===== config.mk =====
export PLATFORM = sky130hd
export DESIGN_NAME = length_prefix_deframer_core
export DESIGN_NICKNAME = d
export VERILOG_FILES = /design/src/sv/lpd_pkg.sv /design/src/sv/lpd_front.sv /design/src/sv/lpd_queue.sv /design/src/sv/lpd_back.sv /design/src/sv/length_prefix_deframer_core.sv
export SDC_FILE = /design/constraint.sdc
export NUM_CORES = 2
export LEC_CHECK = 0
export BUFFER_PORTS_ARGS = -buffer_cell sky130_fd_sc_hd__buf_4
export CORE_MARGIN = 8
export CORE_UTILIZATION = 50
export DETAILED_ROUTE_END_ITERATION = 12
export PLACE_DENSITY = 0.73
export SLEW_MARGIN = 0
export SYNTH_ARGS = -nofsm -noshare
export SYNTH_HDL_FRONTEND = slang
export SYNTH_HIERARCHICAL = 1
export SYNTH_SLANG_ARGS = --single-unit

===== constraint.sdc =====
create_clock -name i_clk -period 5.9 [get_ports i_clk]
set_clock_uncertainty 0.1 [all_clocks]
set_input_delay 0.59 -clock i_clk [delete_from_list [all_inputs] [get_ports i_clk]]
set_output_delay 0.59 -clock i_clk [all_outputs]
set_load 0.05 [all_outputs]

===== src/sv/lpd_pkg.sv =====
// Shared types and constants for the length-prefix deframer.
`default_nettype none

package lpd_pkg;

    // Link id field width and the number of ids it can name
    localparam int LinkIdW   = 4;
    localparam int LinkCount = 16;

    // Length header size in bytes, least significant byte first
    localparam int HeaderBytes = 4;
    localparam int HcntW       = 2;
    localparam int HpartW      = 24;

    // Input mode codes
    localparam logic [1:0] ModeData  = 2'd0;
    localparam logic [1:0] ModeOpen  = 2'd1;
    localparam logic [1:0] ModeClose = 2'd2;
    localparam logic [1:0] ModeRsvd  = 2'd3;

    // Result status codes
    localparam logic [1:0] StatPayload  = 2'd0;
    localparam logic [1:0] StatEmpty    = 2'd1;
    localparam logic [1:0] StatOversize = 2'd2;
    localparam logic [1:0] StatAbort    = 2'd3;

    // Register index (byte address bit 2)
    localparam logic RegMaxLen = 1'b0;

    // Input word
    typedef struct packed {
        logic [1:0]         mode;
        logic [LinkIdW-1:0] link_id;
        logic [7:0]         data_byte;
    } t_in_word;

    // Result word
    typedef struct packed {
        logic [LinkIdW-1:0] out_link;
        logic [7:0]         payload_byte;
        logic [1:0]         status;
        logic               first_of_packet;
        logic               last_of_packet;
    } t_out_word;

    // Classified command between front and back
    typedef struct packed {
        logic [1:0]         op;
        logic [LinkIdW-1:0] link;
        logic [7:0]         data_byte;
    } t_cmd;

    // Queue occupancy flags seen by the front and back
    typedef struct packed {
        logic full;
        logic empty;
    } t_q_status;

    // Framing state of one link
    typedef struct packed {
        logic              open;
        logic [HcntW-1:0]  hcnt;
        logic [HpartW-1:0] hpart;
        logic [31:0]       remain;
        logic              started;
        logic              discard;
    } t_link_state;

endpackage : lpd_pkg

`default_nettype wire


===== src/sv/lpd_front.sv =====
// Front end: takes input words and drops the ones that never act on a link.
`default_nettype none

module lpd_front #(
    parameter int TRACKED_LINKS = 16
) (
    input  wire                   i_clk,
    input  wire                   i_rst_n,
    input  wire                   i_in_valid,
    input  lpd_pkg::t_in_word     i_in_data,
    output logic                  o_in_stall,
    input  lpd_pkg::t_q_status    i_q_status,
    output logic                  o_push,
    output lpd_pkg::t_cmd         o_cmd
);

    logic accept;
    logic keep;

    // Stall only on a full queue
    assign o_in_stall = i_q_status.full;
    assign accept     = i_in_valid && !o_in_stall;

    // Mode 3 and links past the tracked range have no effect
    assign keep = (i_in_data.mode != lpd_pkg::ModeRsvd) &&
                  ({28'd0, i_in_data.link_id} < 32'(TRACKED_LINKS));

    assign o_push         = accept && keep;
    assign o_cmd.op        = i_in_data.mode;
    assign o_cmd.link      = i_in_data.link_id;
    assign o_cmd.data_byte = i_in_data.data_byte;

    // Nothing may enter a full queue
    a_no_push_full: assert property (@(posedge i_clk) disable iff (!i_rst_n)
        i_q_status.full |-> !o_push)
        else $error("push while queue full");

endmodule : lpd_front

`default_nettype wire


===== src/sv/lpd_queue.sv =====
// Short command queue between the front and back ends.
`default_nettype none

module lpd_queue #(
    parameter int DEPTH = 4
) (
    input  wire                   i_clk,
    input  wire                   i_rst_n,
    input  wire                   i_push,
    input  lpd_pkg::t_cmd         i_push_cmd,
    input  wire                   i_pop,
    output lpd_pkg::t_cmd         o_head,
    output lpd_pkg::t_q_status    o_status
);

    localparam int PtrW = (DEPTH > 1) ? $clog2(DEPTH) : 1;
    localparam int CntW = $clog2(DEPTH + 1);

    lpd_pkg::t_cmd r_mem [DEPTH];
    logic [PtrW-1:0] r_wr;
    logic [PtrW-1:0] r_rd;
    logic [CntW-1:0] r_cnt;
    logic            do_push;
    logic            do_pop;

    assign o_status.full  = (r_cnt == CntW'(DEPTH));
    assign o_status.empty = (r_cnt == '0);
    assign do_push = i_push && !o_status.full;
    assign do_pop  = i_pop && !o_status.empty;
    assign o_head  = r_mem[r_rd];

    // Storage
    always_ff @(posedge i_clk) begin
        if (do_push) begin
            r_mem[r_wr] <= i_push_cmd;
        end
    end

    // Pointers and fill count
    always_ff @(posedge i_clk) begin
        if (!i_rst_n) begin
            r_wr  <= '0;
            r_rd  <= '0;
            r_cnt <= '0;
        end else begin
            if (do_push) begin
                r_wr <= (r_wr == PtrW'(DEPTH - 1)) ? '0 : r_wr + 1'b1;
            end
            if (do_pop) begin
                r_rd <= (r_rd == PtrW'(DEPTH - 1)) ? '0 : r_rd + 1'b1;
            end
            unique case ({do_push, do_pop})
                2'b10:   r_cnt <= r_cnt + 1'b1;
                2'b01:   r_cnt <= r_cnt - 1'b1;
                default: r_cnt <= r_cnt;
            endcase
        end
    end

    // Fill count stays in range
    a_cnt_range: assert property (@(posedge i_clk) disable iff (!i_rst_n)
        r_cnt <= CntW'(DEPTH))
        else $error("queue count overflow");

endmodule : lpd_queue

`default_nettype wire


===== src/sv/lpd_back.sv =====
// Back end: per-link framing state update and the result register.
`default_nettype none

module lpd_back #(
    parameter int TRACKED_LINKS = 16
) (
    input  wire                   i_clk,
    input  wire                   i_rst_n,
    input  wire [31:0]            i_max_len,
    input  lpd_pkg::t_q_status    i_q_status,
    input  lpd_pkg::t_cmd         i_cmd,
    output logic                  o_pop,
    output logic                  o_out_valid,
    output lpd_pkg::t_out_word    o_out_data,
    input  wire                   i_out_stall
);

    localparam int IdxW = (TRACKED_LINKS > 1) ? $clog2(TRACKED_LINKS) : 1;

    lpd_pkg::t_link_state r_state [TRACKED_LINKS];
    lpd_pkg::t_link_state cur;
    lpd_pkg::t_link_state n_state;
    lpd_pkg::t_out_word   r_out;
    lpd_pkg::t_out_word   n_out;
    logic                 r_out_valid;
    logic                 has_result;
    logic [IdxW-1:0]      idx;
    logic [31:0]          len;
    logic                 hdr_done;
    logic                 mid;

    assign idx = i_cmd.link[IdxW-1:0];
    assign cur = r_state[idx];

    // Take the next word when the result register is free or draining
    assign o_pop = !i_q_status.empty && (!r_out_valid || !i_out_stall);

    // Header byte merged into the gathered length
    assign len = {8'd0, cur.hpart} | ({24'd0, i_cmd.data_byte} << {cur.hcnt, 3'b000});
    assign hdr_done = ({1'b0, cur.hcnt} + 3'd1) >= 3'(lpd_pkg::HeaderBytes);
    assign mid = !cur.discard && ((cur.hcnt != '0) || (cur.remain != '0));

    // Next state and result of the head word
    always_comb begin
        n_state    = cur;
        has_result = 1'b0;
        n_out                 = '0;
        n_out.out_link        = i_cmd.link;
        n_out.last_of_packet  = 1'b1;
        unique case (i_cmd.op)
            lpd_pkg::ModeOpen: begin
                if (!cur.open) begin
                    n_state      = '0;
                    n_state.open = 1'b1;
                end
            end
            lpd_pkg::ModeClose: begin
                if (cur.open) begin
                    n_state = '0;
                    if (mid) begin
                        has_result   = 1'b1;
                        n_out.status = lpd_pkg::StatAbort;
                    end
                end
            end
            lpd_pkg::ModeData: begin
                if (cur.open) begin
                    if (cur.remain != '0) begin
                        n_state.remain = cur.remain - 32'd1;
                        if (cur.discard) begin
                            if (cur.remain == 32'd1) begin
                                n_state.discard = 1'b0;
                            end
                        end else begin
                            has_result            = 1'b1;
                            n_out.status          = lpd_pkg::StatPayload;
                            n_out.payload_byte    = i_cmd.data_byte;
                            n_out.first_of_packet = !cur.started;
                            n_out.last_of_packet  = (cur.remain == 32'd1);
                            n_state.started       = (cur.remain != 32'd1);
                        end
                    end else if (!hdr_done) begin
                        // still gathering the length header
                        n_state.hpart = len[lpd_pkg::HpartW-1:0];
                        n_state.hcnt  = cur.hcnt + 1'b1;
                    end else begin
                        n_state.hcnt    = '0;
                        n_state.hpart   = '0;
                        n_state.started = 1'b0;
                        n_state.remain  = len;
                        if (len == '0) begin
                            has_result   = 1'b1;
                            n_out.status = lpd_pkg::StatEmpty;
                        end else if (len > i_max_len) begin
                            has_result      = 1'b1;
                            n_out.status    = lpd_pkg::StatOversize;
                            n_state.discard = 1'b1;
                        end
                    end
                end
            end
            default: begin
                n_state = cur;
            end
        endcase
    end

    // Link state table
    always_ff @(posedge i_clk) begin
        if (!i_rst_n) begin
            for (int i = 0; i < TRACKED_LINKS; i++) begin
                r_state[i] <= '0;
            end
        end else if (o_pop) begin
            r_state[idx] <= n_state;
        end
    end

    // Result register
    always_ff @(posedge i_clk) begin
        if (!i_rst_n) begin
            r_out_valid <= 1'b0;
        end else if (o_pop) begin
            r_out_valid <= has_result;
        end else if (!i_out_stall) begin
            r_out_valid <= 1'b0;
        end
    end

    always_ff @(posedge i_clk) begin
        if (o_pop) begin
            r_out <= n_out;
        end
    end

    assign o_out_valid = r_out_valid;
    assign o_out_data  = r_out;

    // Status results carry no byte and always close the packet
    a_status_shape: assert property (@(posedge i_clk) disable iff (!i_rst_n)
        (o_out_valid && (o_out_data.status != lpd_pkg::StatPayload)) |->
        (o_out_data.payload_byte == 8'd0 && !o_out_data.first_of_packet &&
         o_out_data.last_of_packet))
        else $error("malformed status result");

    // A processed close leaves the link closed
    a_close_clears: assert property (@(posedge i_clk) disable iff (!i_rst_n)
        (o_pop && i_cmd.op == lpd_pkg::ModeClose) |=> !r_state[$past(idx)].open)
        else $error("link still open after close");

    // A held result is not overwritten
    a_no_overrun: assert property (@(posedge i_clk) disable iff (!i_rst_n)
        (o_out_valid && i_out_stall) |-> !o_pop)
        else $error("result overwritten while stalled");

endmodule : lpd_back

`default_nettype wire


===== src/sv/length_prefix_deframer_core.sv =====
// Top level of the length-prefix deframer: config register, front, queue, back.
//
//  Channel  Dir  Handshake                  Word
//  in       in   i_in_valid / o_in_stall    lpd_pkg::t_in_word (mode, link, byte)
//  out      out  o_out_valid / i_out_stall  lpd_pkg::t_out_word (link, byte, marks)
//  cfg      in   psel/penable/pwrite/pready max_packet_len at byte address 0
//
//  One word per cycle sustained while the output does not stall; an accepted
//  word is written into the queue first, and its state update and result load
//  follow once it is the head of the queue and is popped.
//  The rate is set by the read-modify-write of the link state table on each pop.
//  Synchronous active-low reset clears all links to closed and the limit to all ones.
//  Output stall fills the four-entry queue, after which o_in_stall rises.
`default_nettype none

module length_prefix_deframer_core #(
    parameter int NUM_LINKS = 16,
    parameter int Q_DEPTH   = 4
) (
    input  wire                   i_clk,
    input  wire                   i_rst_n,
    // input words
    input  wire                   i_in_valid,
    input  lpd_pkg::t_in_word     i_in_data,
    output logic                  o_in_stall,
    // result words
    output logic                  o_out_valid,
    output lpd_pkg::t_out_word    o_out_data,
    input  wire                   i_out_stall,
    // register port
    input  wire                   psel,
    input  wire                   penable,
    input  wire                   pwrite,
    input  wire [2:0]             paddr,
    input  wire [31:0]            pwdata,
    output logic [31:0]           prdata,
    output logic                  pready
);

    // Link ids only reach 16 entries, so that bounds the table
    localparam int TrackedLinks = (NUM_LINKS < lpd_pkg::LinkCount) ?
                                  NUM_LINKS : lpd_pkg::LinkCount;

    logic [31:0]        r_max_len;
    logic               push;
    logic               pop;
    lpd_pkg::t_cmd      push_cmd;
    lpd_pkg::t_cmd      head;
    lpd_pkg::t_q_status q_status;

    // Register port
    assign pready = 1'b1;
    assign prdata = (paddr[2] == lpd_pkg::RegMaxLen) ? r_max_len : 32'd0;

    always_ff @(posedge i_clk) begin
        if (!i_rst_n) begin
            r_max_len <= 32'hFFFF_FFFF;
        end else if (psel && penable && pwrite && pready &&
                     (paddr[2] == lpd_pkg::RegMaxLen)) begin
            r_max_len <= pwdata;
        end
    end

    lpd_front #(
        .TRACKED_LINKS (TrackedLinks)
    ) u_front (
        .i_clk      (i_clk),
        .i_rst_n    (i_rst_n),
        .i_in_valid (i_in_valid),
        .i_in_data  (i_in_data),
        .o_in_stall (o_in_stall),
        .i_q_status (q_status),
        .o_push     (push),
        .o_cmd      (push_cmd)
    );

    lpd_queue #(
        .DEPTH (Q_DEPTH)
    ) u_queue (
        .i_clk      (i_clk),
        .i_rst_n    (i_rst_n),
        .i_push     (push),
        .i_push_cmd (push_cmd),
        .i_pop      (pop),
        .o_head     (head),
        .o_status   (q_status)
    );

    lpd_back #(
        .TRACKED_LINKS (TrackedLinks)
    ) u_back (
        .i_clk       (i_clk),
        .i_rst_n     (i_rst_n),
        .i_max_len   (r_max_len),
        .i_q_status  (q_status),
        .i_cmd       (head),
        .o_pop       (pop),
        .o_out_valid (o_out_valid),
        .o_out_data  (o_out_data),
        .i_out_stall (i_out_stall)
    );

endmodule : length_prefix_deframer_core

`default_nettype wire

==> run_results.csv <==
group,metric,value,unit
timing,relSlewSlack,14.05,%
cells_and_area,fillers,7688,
pwr,power_switching,11.07,mW
die,initial_core_util,50.21,%
pwr,p_leak,20.29,nW
cells_and_area,regArea,32310,µm²
logic_synthesis,synthTopCellsByArea,"edfxtp_1, mux4_2, o22ai_1",
critical_path,worstRegToRegCells,18,
logic_synthesis,synth_largest_area_cell,"edfxtp_1",
timing,hold_slack,0.03542,ns
clock_network,cts_tree,"yes",
worst_hold_path,hold_path_startpoint,"i_in_data[13]",
logic_synthesis,yosysUniqueCellTypes,84,
cells_and_area,area_delta_synth_final,14.58,%
critical_path,ff2ff_setup_slack,0.26,ns
pwr,p_int,17.33,mW
route,drcViolationCount,0,
clock_network,clk_pin_slew,0.06,ns
clock_network,root_buffer,"clkbuf_16",
grt,antenna_found_initial,4,
grt,grt_max_degree,103,
critical_path,required,6.32,ns
logic_synthesis,avgSynthCellArea,14.08,µm²
route,ant_nets,0,
die,io_pins,107,
critical_path,end_kind,"flop",
die,core_area,101400,µm²
critical_path,critical_path_class,"flop to flop",
logic_synthesis,synth-edff-count,1048,
cells_and_area,layout-drive-gt1-share,24.00,%
timing,finalCriticalPeriod,5.643,ns
timing,worst_slew_pin_slew,1.289,ns
worst_hold_path,hold_depth,1,
timing,hold_viol,0,
timing,rsz0062_at_grt,"false",
pwr,power_frac_comb,43.7,%
clock_network,clk_latency,0.72,ns
pwr,p_sw_share,38.98,%
pwr,vdd_ir_drop_max,331.4,µV
grt,track_usage,28.54,%
logic_synthesis,mappedNetlistArea,50930,µm²
timing,setup_viol,0,
logic_synthesis,synth_seq_area_share,63.44,%
timing,fin_crit_sh,95.65,%
die,die_area,112300,µm²
die,die_x,335.2,µm
cells_and_area,layout.nets,3890,
die,std_cell_rows,117,
clock_network,cts-buffers-inserted,106,
critical_path,r2r_end,"u_back/r_state[0][40]",
flow_run,drv_cap,0,
logic_synthesis,synth-main-ff-cell,"edfxtp_1",
die,die_height,335.2,µm
logic_synthesis,synthArstFlopShare,0,%
timing,finalSetupTns,0,ns
timing,slew_viol_final,0,
logic_synthesis,synth.top_cell.area_share,61.79,%
route,wl,165000,µm
grt,grt_overflow_total,0,
place,place_congestion,0.9487,
logic_synthesis,synth_commonest_cells,"edfxtp_1, nor2_1, o22ai_1, mux4_2, clkbuf_1",
worst_hold_path,hp-class,"primary input to flop",
logic_synthesis,ys_seq_elements,1090,
critical_path,critPathMaxFanout,102,
place,dp_hpwl,93770,µm
place,portBuffers,103,
cells_and_area,multiInputGateArea,16900,µm²
pwr,power_frac_seq,32.9,%
worst_hold_path,min_to,"u_queue/r_mem[0][13]",
critical_path,start_kind,"flop",
grt,grt_pass1_vias,35530,
clock_network,clockBufferDepth,3,
logic_synthesis,synth_most_common_cell,"edfxtp_1",
route,num_vias,35850,
logic_synthesis,synth_cells,3617,
clock_network,postCtsSetupBuffers,0,
critical_path,worstPathArrival,6.06,ns
route,routedWlPerCell,31.46,µm
pwr,power_density,486.5,nW/µm²
clock_network,cts.sinks,1090,
grt,grt_pass1_wl,236800,µm
route,drt_pre_antenna_iters,8,
route,initialDrtViolationCount,6398,
clock_network,htree_levels,3,
timing,fmax,0.1772,GHz
route,vias_per_cell,6.835,
outcome,status,"finished clean",
logic_synthesis,synth_warnings,6,
logic_synthesis,synth_fp_nets,3720,
pwr,pwr-share-clk,23.5,%
-- worst max path at each step --
stage               start                    end  slack, ns
detailed placement   flop  u_back/r_state[6][33]       0.16
global route         flop  u_back/r_state[0][27]       0.05
floorplan            flop   u_back/r_state[3][0]       0.01
CTS                  flop  u_back/r_state[0][29]       0.15
global placement     flop   u_back/r_state[7][0]       0.18
finish               flop  u_back/r_state[0][40]       0.26
-- layer usage --
metal	vias to the layer above	routed length [µm]	GRT usage, %
met5	-	40	0
met4	6	10690	15.76
met3	693	24200	8.415
met2	3225	74370	44.03
met1	17550	55720	36.28
li1	14380	-	-
-- state kept, by name, indices dropped and copies added (netlist names), named ones only --
| register | count |
|---|---|
| u_queue/r_cnt | 3 |
| u_back/r_state | 976 |
| u_queue/r_mem | 56 |
| u_queue/r_wr | 2 |
| u_queue/r_rd | 2 |
| u_back/o_out_data | 16 |
| r_max_len | 32 |
| u_back/o_out_valid | 1 |
-- power by group through the flow --
stage               clock (mW)  sequential (mW)  combinational (mW)
floorplan                    0             9.62                7.08
global placement             0             9.45                11.8
detailed placement           0             9.48                11.9
CTS                       6.68             9.33                12.0
global route              6.96             9.37                12.8
finish                    6.66             9.33                12.4
-- stage by stage --
step	cells	cell area (µm²)	util, %	total power [mW]	setup WS, ns
5_1_grt	5244	58360	57.53	29.14	0.04876
4_1_cts	5243	58330	57.50	28.00	0.1465
3_3_place_gp	5034	54830	54.04	21.28	0.1754
6_report	5245	58360	57.53	28.40	0.2568
2_1_floorplan	3617	50930	-	16.69	0.01206
3_5_place_dp	5034	54830	54.04	21.41	0.1559
-- critical path, cell delays in order (launching register included) --
cell and delay (ns):
dfxtp_1 0.33, mux4_4 0.59, buf_12 0.32, buf_12 0.53
mux4_2 0.42, a22oi_1 0.23, nand2_1 0.26, inv_1 0.11
ha_1 0.22, inv_1 0.12, nor4_2 0.33, buf_4 0.21
nand4_1 0.18, nor3_4 0.27, and3_1 0.36, buf_12 0.21
nand2_1 0.09, buf_4 0.21, o22ai_1 0.21
-- cell usage in the layout, fill, tap and decap left out, types with 10 or more instances in the layout --
cell type and n:
buf_4 372, nand3_1 35, nor2b_1 107, nor3_1 20, o31ai_1 14, inv_1 53, mux2i_1 51, nand2_1 148
nor2_1 625, nor4_1 12, and4_1 11, a22o_1 39, dfxtp_1 42, clkbuf_16 107, o21ai_0 22, ha_1 46
edfxtp_1 1048, o22ai_1 385, clkinv_2 22, mux4_2 254, clkbuf_1 25, nand4_1 26, nand2_4 32, and2_1 18
a21oi_1 35, a221oi_2 26, a22oi_1 31, or3_1 10, clkinv_1 20, a21o_1 13, buf_12 46, dlygate4sd3_1 13
-- kinds of logic (layout without fill, tap and decap cells) --
kind of cell	after synthesis	count (layout)	synth area share [%]
other	1	3	0.007362
multiplexers	320	320	12.87
buffers and inverters	424	682	3.997
adder cells (fa/ha/maj)	47	47	1.169
AO/OA/AOI/OAI	636	636	8.834
flip-flops	1090	1090	63.44
AND/OR/NAND/NOR	1094	1094	9.598
XOR/XNOR	5	5	0.08597
-- area by class of cell --
type / count / area share [%]
clock inverters: 64 / 1.033
flip-flops and latches: 1090 / 55.36
diodes: 2 / 0.008575
inverters: 53 / 0.3409
clock buffers: 132 / 4.749
multi-input cells: 2103 / 28.95
repair buffers: 433 / 6.625
well taps: 1368 / 2.933
-- repair_timing --
| action | in CTS | in global routing |
|---|---|---|
| hold endpoints to repair | 52 | 0 |
| hold buffers | 13 | 0 |
| gates resized for setup | 0 | 7 |
| setup endpoints to repair | 0 | 144 |
Note: power is estimated with default switching activity, not from simulation.
